--- config.mk ---
export PLATFORM = sky130hd
export DESIGN_NAME = sha1_message_hash
export DESIGN_NICKNAME = d
export VERILOG_FILES = /design/src/design/sha1mh_pkg.sv /design/src/design/sha1_message_hash.sv /design/src/design/sha1mh_datapath.sv /design/src/design/sha1mh_control.sv
export SDC_FILE = /design/constraint.sdc
export NUM_CORES = 2
export LEC_CHECK = 0
export BUFFER_PORTS_ARGS = -buffer_cell sky130_fd_sc_hd__buf_2
export CAP_MARGIN = 40
export CORE_MARGIN = 5
export CORE_UTILIZATION = 35
export CTS_CLUSTER_SIZE = 30
export DETAILED_ROUTE_END_ITERATION = 6
export PLACE_DENSITY_LB_ADDON = 0.12
export SLEW_MARGIN = 40
export SYNTH_ARGS = -nofsm -noshare
export SYNTH_HDL_FRONTEND = slang
export SYNTH_SLANG_ARGS = --single-unit
--- constraint.sdc ---
create_clock -name clk -period 13.2 [get_ports clk]
set_input_delay 1.32 -clock clk [delete_from_list [all_inputs] [get_ports clk]]
set_output_delay 1.32 -clock clk [all_outputs]
set_load 0.01 [all_outputs]
--- src/design/sha1mh_pkg.sv ---
// Shared types, constants and helper functions for the SHA-1 message hash block.
package sha1mh_pkg;

    // Operation codes carried in the op field of an input beat
    localparam logic OP_ABSORB = 1'b0;
    localparam logic OP_FINISH = 1'b1;

    localparam int NUM_HASH_WORDS = 5;
    localparam int NUM_ROUNDS     = 80;
    localparam int BLOCK_WORDS    = 16;
    localparam int BLOCK_BYTES    = 64;
    localparam int LEN_START_BYTE = 56;

    localparam logic [31:0] K_ROUND_0 = 32'h5A82_7999;
    localparam logic [31:0] K_ROUND_1 = 32'h6ED9_EBA1;
    localparam logic [31:0] K_ROUND_2 = 32'h8F1B_BCDC;
    localparam logic [31:0] K_ROUND_3 = 32'hCA62_C1D6;

    localparam logic [31:0] H_INIT_0 = 32'h6745_2301;
    localparam logic [31:0] H_INIT_1 = 32'hEFCD_AB89;
    localparam logic [31:0] H_INIT_2 = 32'h98BA_DCFE;
    localparam logic [31:0] H_INIT_3 = 32'h1032_5476;
    localparam logic [31:0] H_INIT_4 = 32'hC3D2_E1F0;

    localparam logic [7:0] PAD_MARK = 8'h80;

    // Round groups, each with its own boolean function and constant
    typedef enum logic [1:0] {
        PH_CHOOSE,
        PH_PARITY_LO,
        PH_MAJORITY,
        PH_PARITY_HI
    } phase_t;

    typedef struct packed {
        logic       op;
        logic [7:0] data_byte;
    } msg_beat_t;

    typedef struct packed {
        logic [31:0] digest_word;
        logic        word_last;
    } digest_beat_t;

    // Controller to datapath commands
    typedef struct packed {
        logic       write_byte;
        logic       pad_first;
        logic       pad_second;
        logic       load_work;
        logic       round;
        phase_t     phase;
        logic       fold;
        logic       emit;
        logic [2:0] emit_idx;
        logic       restart;
    } dp_cmd_t;

    // Datapath to controller status
    typedef struct packed {
        logic pos_last;
        logic pos_high;
        logic out_free;
    } dp_status_t;

    function automatic logic [31:0] rotl1(input logic [31:0] x);
        rotl1 = {x[30:0], x[31]};
    endfunction

    function automatic logic [31:0] rotl5(input logic [31:0] x);
        rotl5 = {x[26:0], x[31:27]};
    endfunction

    function automatic logic [31:0] rotl30(input logic [31:0] x);
        rotl30 = {x[1:0], x[31:2]};
    endfunction

endpackage

--- src/design/sha1_message_hash.sv ---
// Top level of the SHA-1 message hash: controller plus datapath.
//
//   channel  handshake                   beat fields
//   msg      msg_valid / msg_stall       op, data_byte
//   digest   digest_valid / digest_stall digest_word, word_last
//
// An absorb beat that does not fill a block causes no stall; the beat that fills a 64-byte
// block stalls for load, the rounds of the single shared round unit, and fold.
// A finish beat runs one or two block compressions, then five digest beats
// leave through one output register, one a cycle when digest_stall stays low.
// Reset restores the initial hash words and a zero byte count; no clearing pass.
// msg_stall is high from a block-filling beat until the fold, and from a finish beat
// until the last digest word is in the output register; digest stalls only delay emission.
module sha1_message_hash (
    input  logic                     clk,
    input  logic                     rst_n,
    input  logic                     msg_valid,
    output logic                     msg_stall,
    input  sha1mh_pkg::msg_beat_t    msg,
    output logic                     digest_valid,
    input  logic                     digest_stall,
    output sha1mh_pkg::digest_beat_t digest
);

    sha1mh_pkg::dp_cmd_t    cmd;
    sha1mh_pkg::dp_status_t status;

    sha1mh_control u_control (
        .clk       (clk),
        .rst_n     (rst_n),
        .msg_valid (msg_valid),
        .msg_op    (msg.op),
        .msg_stall (msg_stall),
        .status    (status),
        .cmd       (cmd)
    );

    sha1mh_datapath u_datapath (
        .clk          (clk),
        .rst_n        (rst_n),
        .cmd          (cmd),
        .data_byte    (msg.data_byte),
        .status       (status),
        .digest_stall (digest_stall),
        .digest_valid (digest_valid),
        .digest       (digest)
    );

endmodule

--- src/design/sha1mh_datapath.sv ---
// Datapath: block buffer, message schedule window, working and hash words, output register.
module sha1mh_datapath (
    input  logic                     clk,
    input  logic                     rst_n,
    input  sha1mh_pkg::dp_cmd_t      cmd,
    input  logic [7:0]               data_byte,
    output sha1mh_pkg::dp_status_t   status,
    input  logic                     digest_stall,
    output logic                     digest_valid,
    output sha1mh_pkg::digest_beat_t digest
);

    logic [15:0][31:0] w_reg;
    logic [15:0][31:0] w_next;
    logic [4:0][31:0]  h_reg;
    logic [4:0][31:0]  h_next;
    logic [31:0]       a_reg, b_reg, c_reg, d_reg, e_reg;
    logic [31:0]       a_next, b_next, c_next, d_next, e_next;
    logic [60:0]       count_reg;
    logic [60:0]       count_next;
    logic              out_valid_reg;
    logic              out_valid_next;
    sha1mh_pkg::digest_beat_t out_reg;
    sha1mh_pkg::digest_beat_t out_next;

    logic [5:0]  pos;
    logic [63:0] bit_len;
    logic [31:0] f_val;
    logic [31:0] k_val;
    logic [31:0] temp;

    assign pos     = count_reg[5:0];
    assign bit_len = {count_reg, 3'b000};

    assign status.pos_last = (pos == 6'd63);
    assign status.pos_high = (pos >= 6'(sha1mh_pkg::LEN_START_BYTE));
    assign status.out_free = !out_valid_reg || !digest_stall;

    assign digest_valid = out_valid_reg;
    assign digest       = out_reg;

    // Select round function and constant
    always_comb
    begin
        unique case (cmd.phase)
            sha1mh_pkg::PH_CHOOSE:
            begin
                f_val = (b_reg & c_reg) | (~b_reg & d_reg);
                k_val = sha1mh_pkg::K_ROUND_0;
            end
            sha1mh_pkg::PH_PARITY_LO:
            begin
                f_val = b_reg ^ c_reg ^ d_reg;
                k_val = sha1mh_pkg::K_ROUND_1;
            end
            sha1mh_pkg::PH_MAJORITY:
            begin
                f_val = (b_reg & c_reg) | (b_reg & d_reg) | (c_reg & d_reg);
                k_val = sha1mh_pkg::K_ROUND_2;
            end
            default:
            begin
                f_val = b_reg ^ c_reg ^ d_reg;
                k_val = sha1mh_pkg::K_ROUND_3;
            end
        endcase
    end

    assign temp = sha1mh_pkg::rotl5(a_reg) + f_val + e_reg + k_val + w_reg[0];

    // Block buffer: byte writes, padding fills and schedule shifting
    always_comb
    begin
        w_next = w_reg;
        if (cmd.round)
        begin
            for (int j = 0; j < sha1mh_pkg::BLOCK_WORDS - 1; j++)
            begin
                w_next[j] = w_reg[j + 1];
            end
            w_next[sha1mh_pkg::BLOCK_WORDS - 1] =
                sha1mh_pkg::rotl1(w_reg[13] ^ w_reg[8] ^ w_reg[2] ^ w_reg[0]);
        end
        else
        begin
            for (int i = 0; i < sha1mh_pkg::BLOCK_BYTES; i++)
            begin
                if (cmd.write_byte && (pos == 6'(i)))
                begin
                    w_next[i / 4][31 - 8 * (i % 4) -: 8] = data_byte;
                end
                else if (cmd.pad_first)
                begin
                    if (pos == 6'(i))
                    begin
                        w_next[i / 4][31 - 8 * (i % 4) -: 8] = sha1mh_pkg::PAD_MARK;
                    end
                    else if (pos < 6'(i))
                    begin
                        if (!status.pos_high && (i >= sha1mh_pkg::LEN_START_BYTE))
                        begin
                            w_next[i / 4][31 - 8 * (i % 4) -: 8] =
                                bit_len[63 - 8 * (i - sha1mh_pkg::LEN_START_BYTE) -: 8];
                        end
                        else
                        begin
                            w_next[i / 4][31 - 8 * (i % 4) -: 8] = 8'h00;
                        end
                    end
                end
                else if (cmd.pad_second)
                begin
                    if (i >= sha1mh_pkg::LEN_START_BYTE)
                    begin
                        w_next[i / 4][31 - 8 * (i % 4) -: 8] =
                            bit_len[63 - 8 * (i - sha1mh_pkg::LEN_START_BYTE) -: 8];
                    end
                    else
                    begin
                        w_next[i / 4][31 - 8 * (i % 4) -: 8] = 8'h00;
                    end
                end
            end
        end
    end

    // Working words: load from hash words, advance one round
    always_comb
    begin
        a_next = a_reg;
        b_next = b_reg;
        c_next = c_reg;
        d_next = d_reg;
        e_next = e_reg;
        if (cmd.load_work)
        begin
            a_next = h_reg[0];
            b_next = h_reg[1];
            c_next = h_reg[2];
            d_next = h_reg[3];
            e_next = h_reg[4];
        end
        else if (cmd.round)
        begin
            a_next = temp;
            b_next = a_reg;
            c_next = sha1mh_pkg::rotl30(b_reg);
            d_next = c_reg;
            e_next = d_reg;
        end
    end

    // Hash words and byte count: fold after a block, restart after a digest
    always_comb
    begin
        h_next     = h_reg;
        count_next = count_reg;
        if (cmd.fold)
        begin
            h_next[0] = h_reg[0] + a_reg;
            h_next[1] = h_reg[1] + b_reg;
            h_next[2] = h_reg[2] + c_reg;
            h_next[3] = h_reg[3] + d_reg;
            h_next[4] = h_reg[4] + e_reg;
        end
        else if (cmd.restart)
        begin
            h_next[0] = sha1mh_pkg::H_INIT_0;
            h_next[1] = sha1mh_pkg::H_INIT_1;
            h_next[2] = sha1mh_pkg::H_INIT_2;
            h_next[3] = sha1mh_pkg::H_INIT_3;
            h_next[4] = sha1mh_pkg::H_INIT_4;
        end
        if (cmd.restart)
        begin
            count_next = '0;
        end
        else if (cmd.write_byte)
        begin
            count_next = count_reg + 61'd1;
        end
    end

    // Output register: load a digest word, drop it when taken
    always_comb
    begin
        out_valid_next = out_valid_reg;
        out_next       = out_reg;
        if (out_valid_reg && !digest_stall)
        begin
            out_valid_next = 1'b0;
        end
        if (cmd.emit)
        begin
            out_valid_next        = 1'b1;
            out_next.digest_word  = h_reg[cmd.emit_idx];
            out_next.word_last    = (cmd.emit_idx == 3'(sha1mh_pkg::NUM_HASH_WORDS - 1));
        end
    end

    // Hold control state
    always_ff @(posedge clk or negedge rst_n)
    begin
        if (!rst_n)
        begin
            h_reg[0]      <= sha1mh_pkg::H_INIT_0;
            h_reg[1]      <= sha1mh_pkg::H_INIT_1;
            h_reg[2]      <= sha1mh_pkg::H_INIT_2;
            h_reg[3]      <= sha1mh_pkg::H_INIT_3;
            h_reg[4]      <= sha1mh_pkg::H_INIT_4;
            count_reg     <= '0;
            out_valid_reg <= 1'b0;
        end
        else
        begin
            h_reg         <= h_next;
            count_reg     <= count_next;
            out_valid_reg <= out_valid_next;
        end
    end

    // Hold payload state
    always_ff @(posedge clk)
    begin
        w_reg   <= w_next;
        a_reg   <= a_next;
        b_reg   <= b_next;
        c_reg   <= c_next;
        d_reg   <= d_next;
        e_reg   <= e_next;
        out_reg <= out_next;
    end

endmodule

--- src/design/sha1mh_control.sv ---
// Controller: sequences byte absorb, padding, 80 compression rounds and digest emission.
module sha1mh_control (
    input  logic                   clk,
    input  logic                   rst_n,
    input  logic                   msg_valid,
    input  logic                   msg_op,
    output logic                   msg_stall,
    input  sha1mh_pkg::dp_status_t status,
    output sha1mh_pkg::dp_cmd_t    cmd
);

    typedef enum logic [2:0] {
        ST_IDLE,
        ST_ROUND,
        ST_FOLD,
        ST_PAD2,
        ST_EMIT
    } state_t;

    state_t     state_reg, state_next;
    logic [6:0] round_reg, round_next;
    logic [2:0] idx_reg, idx_next;
    logic       final_reg, final_next;
    logic       second_reg, second_next;
    logic       accept;

    assign msg_stall = (state_reg != ST_IDLE);
    assign accept    = msg_valid && !msg_stall;

    always_comb
    begin
        state_next  = state_reg;
        round_next  = round_reg;
        idx_next    = idx_reg;
        final_next  = final_reg;
        second_next = second_reg;
        cmd         = '0;

        // Round group from the round counter
        if (round_reg < 7'd20)
        begin
            cmd.phase = sha1mh_pkg::PH_CHOOSE;
        end
        else if (round_reg < 7'd40)
        begin
            cmd.phase = sha1mh_pkg::PH_PARITY_LO;
        end
        else if (round_reg < 7'd60)
        begin
            cmd.phase = sha1mh_pkg::PH_MAJORITY;
        end
        else
        begin
            cmd.phase = sha1mh_pkg::PH_PARITY_HI;
        end
        cmd.emit_idx = idx_reg;

        unique case (state_reg)
            ST_IDLE:
            begin
                if (accept)
                begin
                    round_next = '0;
                    if (msg_op == sha1mh_pkg::OP_ABSORB)
                    begin
                        cmd.write_byte = 1'b1;
                        final_next     = 1'b0;
                        second_next    = 1'b0;
                        if (status.pos_last)
                        begin
                            cmd.load_work = 1'b1;
                            state_next    = ST_ROUND;
                        end
                    end
                    else
                    begin
                        cmd.pad_first = 1'b1;
                        cmd.load_work = 1'b1;
                        final_next    = 1'b1;
                        second_next   = status.pos_high;
                        state_next    = ST_ROUND;
                    end
                end
            end
            ST_ROUND:
            begin
                cmd.round  = 1'b1;
                round_next = round_reg + 7'd1;
                if (round_reg == 7'(sha1mh_pkg::NUM_ROUNDS - 1))
                begin
                    state_next = ST_FOLD;
                end
            end
            ST_FOLD:
            begin
                cmd.fold = 1'b1;
                if (!final_reg)
                begin
                    state_next = ST_IDLE;
                end
                else if (second_reg)
                begin
                    state_next = ST_PAD2;
                end
                else
                begin
                    idx_next   = '0;
                    state_next = ST_EMIT;
                end
            end
            ST_PAD2:
            begin
                cmd.pad_second = 1'b1;
                cmd.load_work  = 1'b1;
                round_next     = '0;
                second_next    = 1'b0;
                state_next     = ST_ROUND;
            end
            ST_EMIT:
            begin
                if (status.out_free)
                begin
                    cmd.emit = 1'b1;
                    idx_next = idx_reg + 3'd1;
                    if (idx_reg == 3'(sha1mh_pkg::NUM_HASH_WORDS - 1))
                    begin
                        cmd.restart = 1'b1;
                        final_next  = 1'b0;
                        state_next  = ST_IDLE;
                    end
                end
            end
            default:
            begin
                state_next = ST_IDLE;
            end
        endcase
    end

    // Hold state and sequencing registers
    always_ff @(posedge clk or negedge rst_n)
    begin
        if (!rst_n)
        begin
            state_reg  <= ST_IDLE;
            round_reg  <= '0;
            idx_reg    <= '0;
            final_reg  <= 1'b0;
            second_reg <= 1'b0;
        end
        else
        begin
            state_reg  <= state_next;
            round_reg  <= round_next;
            idx_reg    <= idx_next;
            final_reg  <= final_next;
            second_reg <= second_next;
        end
    end

endmodule

# == Word-level counts from Yosys, hierarchy flattened ==
# Index checks and enable logic that the tools add are counted.
# totals
ff_bits,942
latchBits,0
ramBits,0
rom_bits,0
in_bits,13
out_inout_bits,35
elab_cells,869
n_memories,0
# classes
addsub,12
mul,0
div,0
order_cmp,69
n_eq_ne,142
n_shift,0
muxes,335
bitwise,13
n_reduce_logical,215
# op_table
op,n
8-bit 2-to-1 mux,273
512-bit 2-to-1 mux,1
32-bit 2-to-1 mux,11
160-bit 2-to-1 mux,2
"5-bit by 2-bit inequality test with 1-bit output, second input constant",64
32-bit adder,9
4-bit nonzero test,64
"6-bit equality test, second input constant",32
"6-bit less-than comparator, second input constant",32
32-bit XOR,5
2-bit AND reduction,66
32-bit AND,4
61-bit 2-to-1 mux,2
32-bit binary-select mux with 3-bit select,1
"6-bit by 5-bit equality test with 1-bit output, second input constant",16
"6-bit by 5-bit less-than comparator with 1-bit output, second input constant",16
32-bit OR,3
32-bit case mux with 3 select lines,1
1-bit logical AND,66
32-bit case mux with 2 select lines,1
"61-bit by 1-bit adder with 61-bit output, second input constant",1
"6-bit by 4-bit equality test with 1-bit output, second input constant",8
"6-bit by 4-bit less-than comparator with 1-bit output, second input constant",8
3-bit 2-to-1 mux,11
38 further kinds,89

# == Longest topological paths before layout ==
# depth
ltp_word,12
ltp_mapped,26
depth_no_buf,25

# == By module ==
# Synthesis repeated with hierarchy kept, for this count alone.
# unflattened
cells_unflattened,5664
area_unflattened_um2,55552.0
# by_module_without_submodules
mod,n_inst,cells_each,area_per_inst_um2,seq_area_each_um2
sha1mh_datapath,1,5567,54612.4,26825.7
sha1mh_control,1,97,939.7,375.4

# == Worst setup path before layout ==
# Ideal clock, no wire load.
# synth_path
path_kind,input to register
startpoint,input msg_valid
endpoint,"register u_datapath.a_reg[0], enable pin"
setup_ns,0.901
arrival_time_ns,12.846
t_required_ns,12.299
path_slack_ns,-0.547
cell_stages,3
n_path_buf,1
path_cell_list,nand2_1 > clkbuf_1 > o21ai_0
# synth_via
elab_chain_len,4
# synth_lines
item,line_no,rtl
"start, declared",sha1_message_hash.sv:17,"input logic msg_valid,"
1-bit logical AND,sha1mh_control.sv:28,assign accept = msg_valid && !msg_stall;
1-bit 2-to-1 mux,sha1mh_control.sv:61,if (accept)
1-bit case mux with 2 select lines,sha1mh_control.sv:58,unique case (state_reg)
2-bit nonzero test (no line),n/a,
"end signal, assigned",sha1mh_datapath.sv:226,a_reg <= a_next;
"end, declared",sha1mh_datapath.sv:17,"logic [31:0] a_reg, b_reg, c_reg, d_reg, e_reg;"
# No other way between the ends.
# A chain may end at the register's enable or synchronous reset.

# == Worst setup path after layout ==
# layout_path
startpoint,register u_control.round_reg[5]
endpoint,"register u_datapath.a_reg[29], data pin"
# layout_via
elab_chain_len,12
word_cells_on_any_way,17
classes_between,add/sub: 4; order compare: 3; eq/ne: 2; mux: 7; reduce/logical: 1
# layout_lines
item,line_no,rtl
"start, declared",sha1mh_control.sv:21,"logic [6:0] round_reg, round_next;"
"start signal, assigned",sha1mh_control.sv:154,round_reg <= round_next;
7-bit by 6-bit less-than comparator with 1-bit output,sha1mh_control.sv:48,else if (round_reg < 7'd60)
1-bit 2-to-1 mux,sha1mh_control.sv:48,
2-bit 2-to-1 mux,sha1mh_control.sv:44,else if (round_reg < 7'd40)
2-bit 2-to-1 mux *,sha1mh_control.sv:40,if (round_reg < 7'd20)
2-bit equality test or 2-bit zero test (tied branches),sha1mh_datapath.sv:45,unique case (cmd.phase)
32-bit case mux with 2 select lines,sha1mh_datapath.sv:45,
32-bit adder (2 in series),sha1mh_datapath.sv:69,assign temp = sha1mh_pkg::rotl5(a_reg) + f_val + e_reg + k_val + w_reg[0];
32-bit adder * (2 in series),sha1mh_datapath.sv:69,
32-bit 2-to-1 mux *,sha1mh_datapath.sv:143,else if (cmd.round)
32-bit 2-to-1 mux *,sha1mh_datapath.sv:135,if (cmd.load_work)
via u_datapath.a_next[29],sha1mh_datapath.sv:18,"logic [31:0] a_next, b_next, c_next, d_next, e_next;"
# Mark *: on every way through the listed nets, which the timed path passes. The rest lies on a longest branch. The select of a mux whose other input is x is not followed.

==> metrics <==
Die Ht=~410 um; Avg Cell Area, Syn=11.1 sq um; commonest non-fill, non-tap cell in the layout=edfxtp_1; via count=about 40000; Pins Over Slew Limit=0; final-report hold violation count=0; CTS Sinks=roughly 940; CTS Buffer Depth=3; Unique masters post-synth=88; setup TNS=0 ns; yosys warns=0; sequential element share of the synthesized area=49.5%; WS Path Type=register to register; Synth area leaders=edfxtp_1 (39%), dfrtp_1 (7.1%), a22o_1 (6.5%), ha_1 (4.6%), fa_1 (4.6%); total grt overflow=0; fill count=about 15000; final core utilization=39.3%; CTS HTree Levels=3; clock skew=roughly 0.059 ns; Reg clk slew, reported paths=0.06 ns; crit start category=register; drt via density=5.66; CTS tree=yes; R2R Path End=u_datapath.a_reg[29]; Top Ports=48; Area after DPL=slightly below 60000 sq um; First-pass DRT Iterations=6; top-area cell type share of the netlist area=just under 40%; routed len/inst=25.6 um; Resized Gates After CTS=0; Worst Tran Pin Value=approximately 0.88 ns; global-route wire length before repair=~270000 um; fin area=just over 60000 sq um; nets=~5300; Routability Congestion=slightly below 0.9; origin of the critical flop-to-flop path=u_control.round_reg[5]; post-place setup slack=5.63 ns; drt total wl=between 150000 and 200000 um; synthesized area=55000 sq um; DRC viols=0; area of the multi-input gates=~26000 sq um; number of synthesized flops with an enable pin=around 710; asr flop ratio synth=approximately 25%; Global Route Usage Sum=21.6%; Antenna diodes=0; Iteration-0 DRC Markers=3142; initial antenna violation count=4; clock buffer count from CTS=approximately 110; Hold Path End=u_datapath.h_reg[95]; reg2reg setup slack=about 5.7 ns; Die W=around 410 um; Yosys reg bits=942; Hold Startpoint=u_datapath.h_reg[95]; MaxCap Viol Count=0; vias in the first global route=between 30000 and 40000; Max Clk Rate=133 MHz; initial core utilization=roughly a third; unrepaired setup endpoints after global routing=false; Post-DRT Antenna Nets=0; Hold Path Class=register to register; Area growth syn-to-layout=11.7%; Die Footprint=about 170000 sq um; share of layout cells above drive strength 1=about an eighth; # hold bufs at CTS=0; hpwl dp=approximately 130000 um; minimum clock period=~7.5 ns; Final WS setup=5.67 ns; most frequent cells in the layout=edfxtp_1 (705), a22o_1 (406), o21ai_0 (367); final setup fails=0; FP Rows=145; status=finished clean; core area=between 150000 and 200000 sq um; r2r worst-path depth=24; Tcrit/Tclk final=57.1%; max reg flops=512; WHS Path Cells=2; Syn Nets=roughly 5300; Yosys top cell by area=edfxtp_1; CP arrival=approximately 8 ns; Critical Path End Type=register; port bufs=between 40 and 50; largest net degree at the start of global routing=between 100 and 150; clk_lat worst skew=around 0.77 ns; Worst slew margin=~41%; FF+latch area=between 20000 and 30000 sq um; clock root buffer master=clkbuf_16; Max FO, Critical Path=27; CP Data Required Time=13.67 ns; Syn Inst Count=a little under 5000; Post-CTS Setup Bufs=0; Main synth FF type=edfxtp_1
worst max-delay path by stage:
stage	slack, ns	cells past startpoint	from	end
global route	5.16	24	u_control.round_reg[5]	u_datapath.a_reg[27]
finish	5.67	24	u_control.round_reg[5]	u_datapath.a_reg[29]
CTS	5.62	24	u_control.round_reg[5]	u_datapath.a_reg[29]
detailed placement	5.63	24	u_control.round_reg[5]	u_datapath.a_reg[29]
global placement	5.74	24	u_control.round_reg[5]	u_datapath.a_reg[27]
floorplan	3.78	3	msg_valid	u_datapath.a_reg[0]
metal layers:
| layer | GRT usage [%] | part of all wire, % |
|---|---|---|
| met2 | 35.5 | 47 |
| met3 | 3.02 | 5.0 |
| met5 | 0 | 0 |
| met4 | 5.59 | 2.6 |
| met1 | 30.3 | 46 |
cell usage after synthesis, drive strengths merged (8+ instances only):
cell,n
nor4,11
inv,283
nor2,364
o21ai,374
a211o,9
o21bai,27
dfstp,80
ha,203
mux2,161
mux4,32
and3,31
a22o,406
dfrtp,157
a21o,75
nand2b,36
a22oi,23
nand3b,10
nand2,336
buf,35
a21oi,295
a221o,15
xor2,113
xnor2,195
clkbuf,242
o31ai,17
o22a,11
nand3,128
o21a,31
nor3,73
nand4,22
nor3b,8
and2,17
nor2b,19
o211ai,21
a211oi,26
a31oi,49
edfxtp,705
fa,125
or2,14
a221oi,36
or3,25
layout make-up:
cell class / count / area share (%)
sequential: 942 / 44.3
multi-input combinational: 3442 / 42.1
clock buffer: 154 / 5.01
tap: 2058 / 4.19
inverter: 283 / 1.73
timing repair buffer: 139 / 1.72
clock inverter: 56 / 0.883
metrics by stage:
stage / hold slack (ns) / std cells
after floorplan: 0.471 / 4944
after global placement: 0.501 / 6861
after detailed placement: 0.494 / 6863
after CTS: 0.503 / 7073
after global routing: 0.498 / 7074
final: 0.504 / 7074
worst max-delay path: stages (launching register included):
cell and delay [ns]:
dfrtp_1 0.49, inv_1 0.11, maj3_1 0.42, a221oi_4 0.30
buf_4 0.34, inv_1 0.40, ha_1 0.53, fa_1 0.58
inv_1 0.07, fa_1 0.53, fa_1 0.41, inv_1 0.07
ha_1 0.19, inv_1 0.06, fa_1 0.40, nor2b_1 0.13
o21a_1 0.15, o21ai_0 0.11, a221oi_1 0.35, o21ai_0 0.27
a311o_1 0.43, a31o_2 0.27, o21ai_0 0.36, a211o_1 0.18
o211ai_1 0.09
kinds of logic after synthesis:
group / after synthesis / synth area share, %
compound gates: 1493 / 18.6
simple gates: 1113 / 9.29
flops: 942 / 49.5
buf+inv: 560 / 3.85
fa+ha+maj: 329 / 9.19
xor+xnor: 308 / 4.91
mux: 199 / 4.72
Power is left out: the tool's default activity adds up to more than one toggle a clock period on the data nets, which glitch-free logic cannot reach.
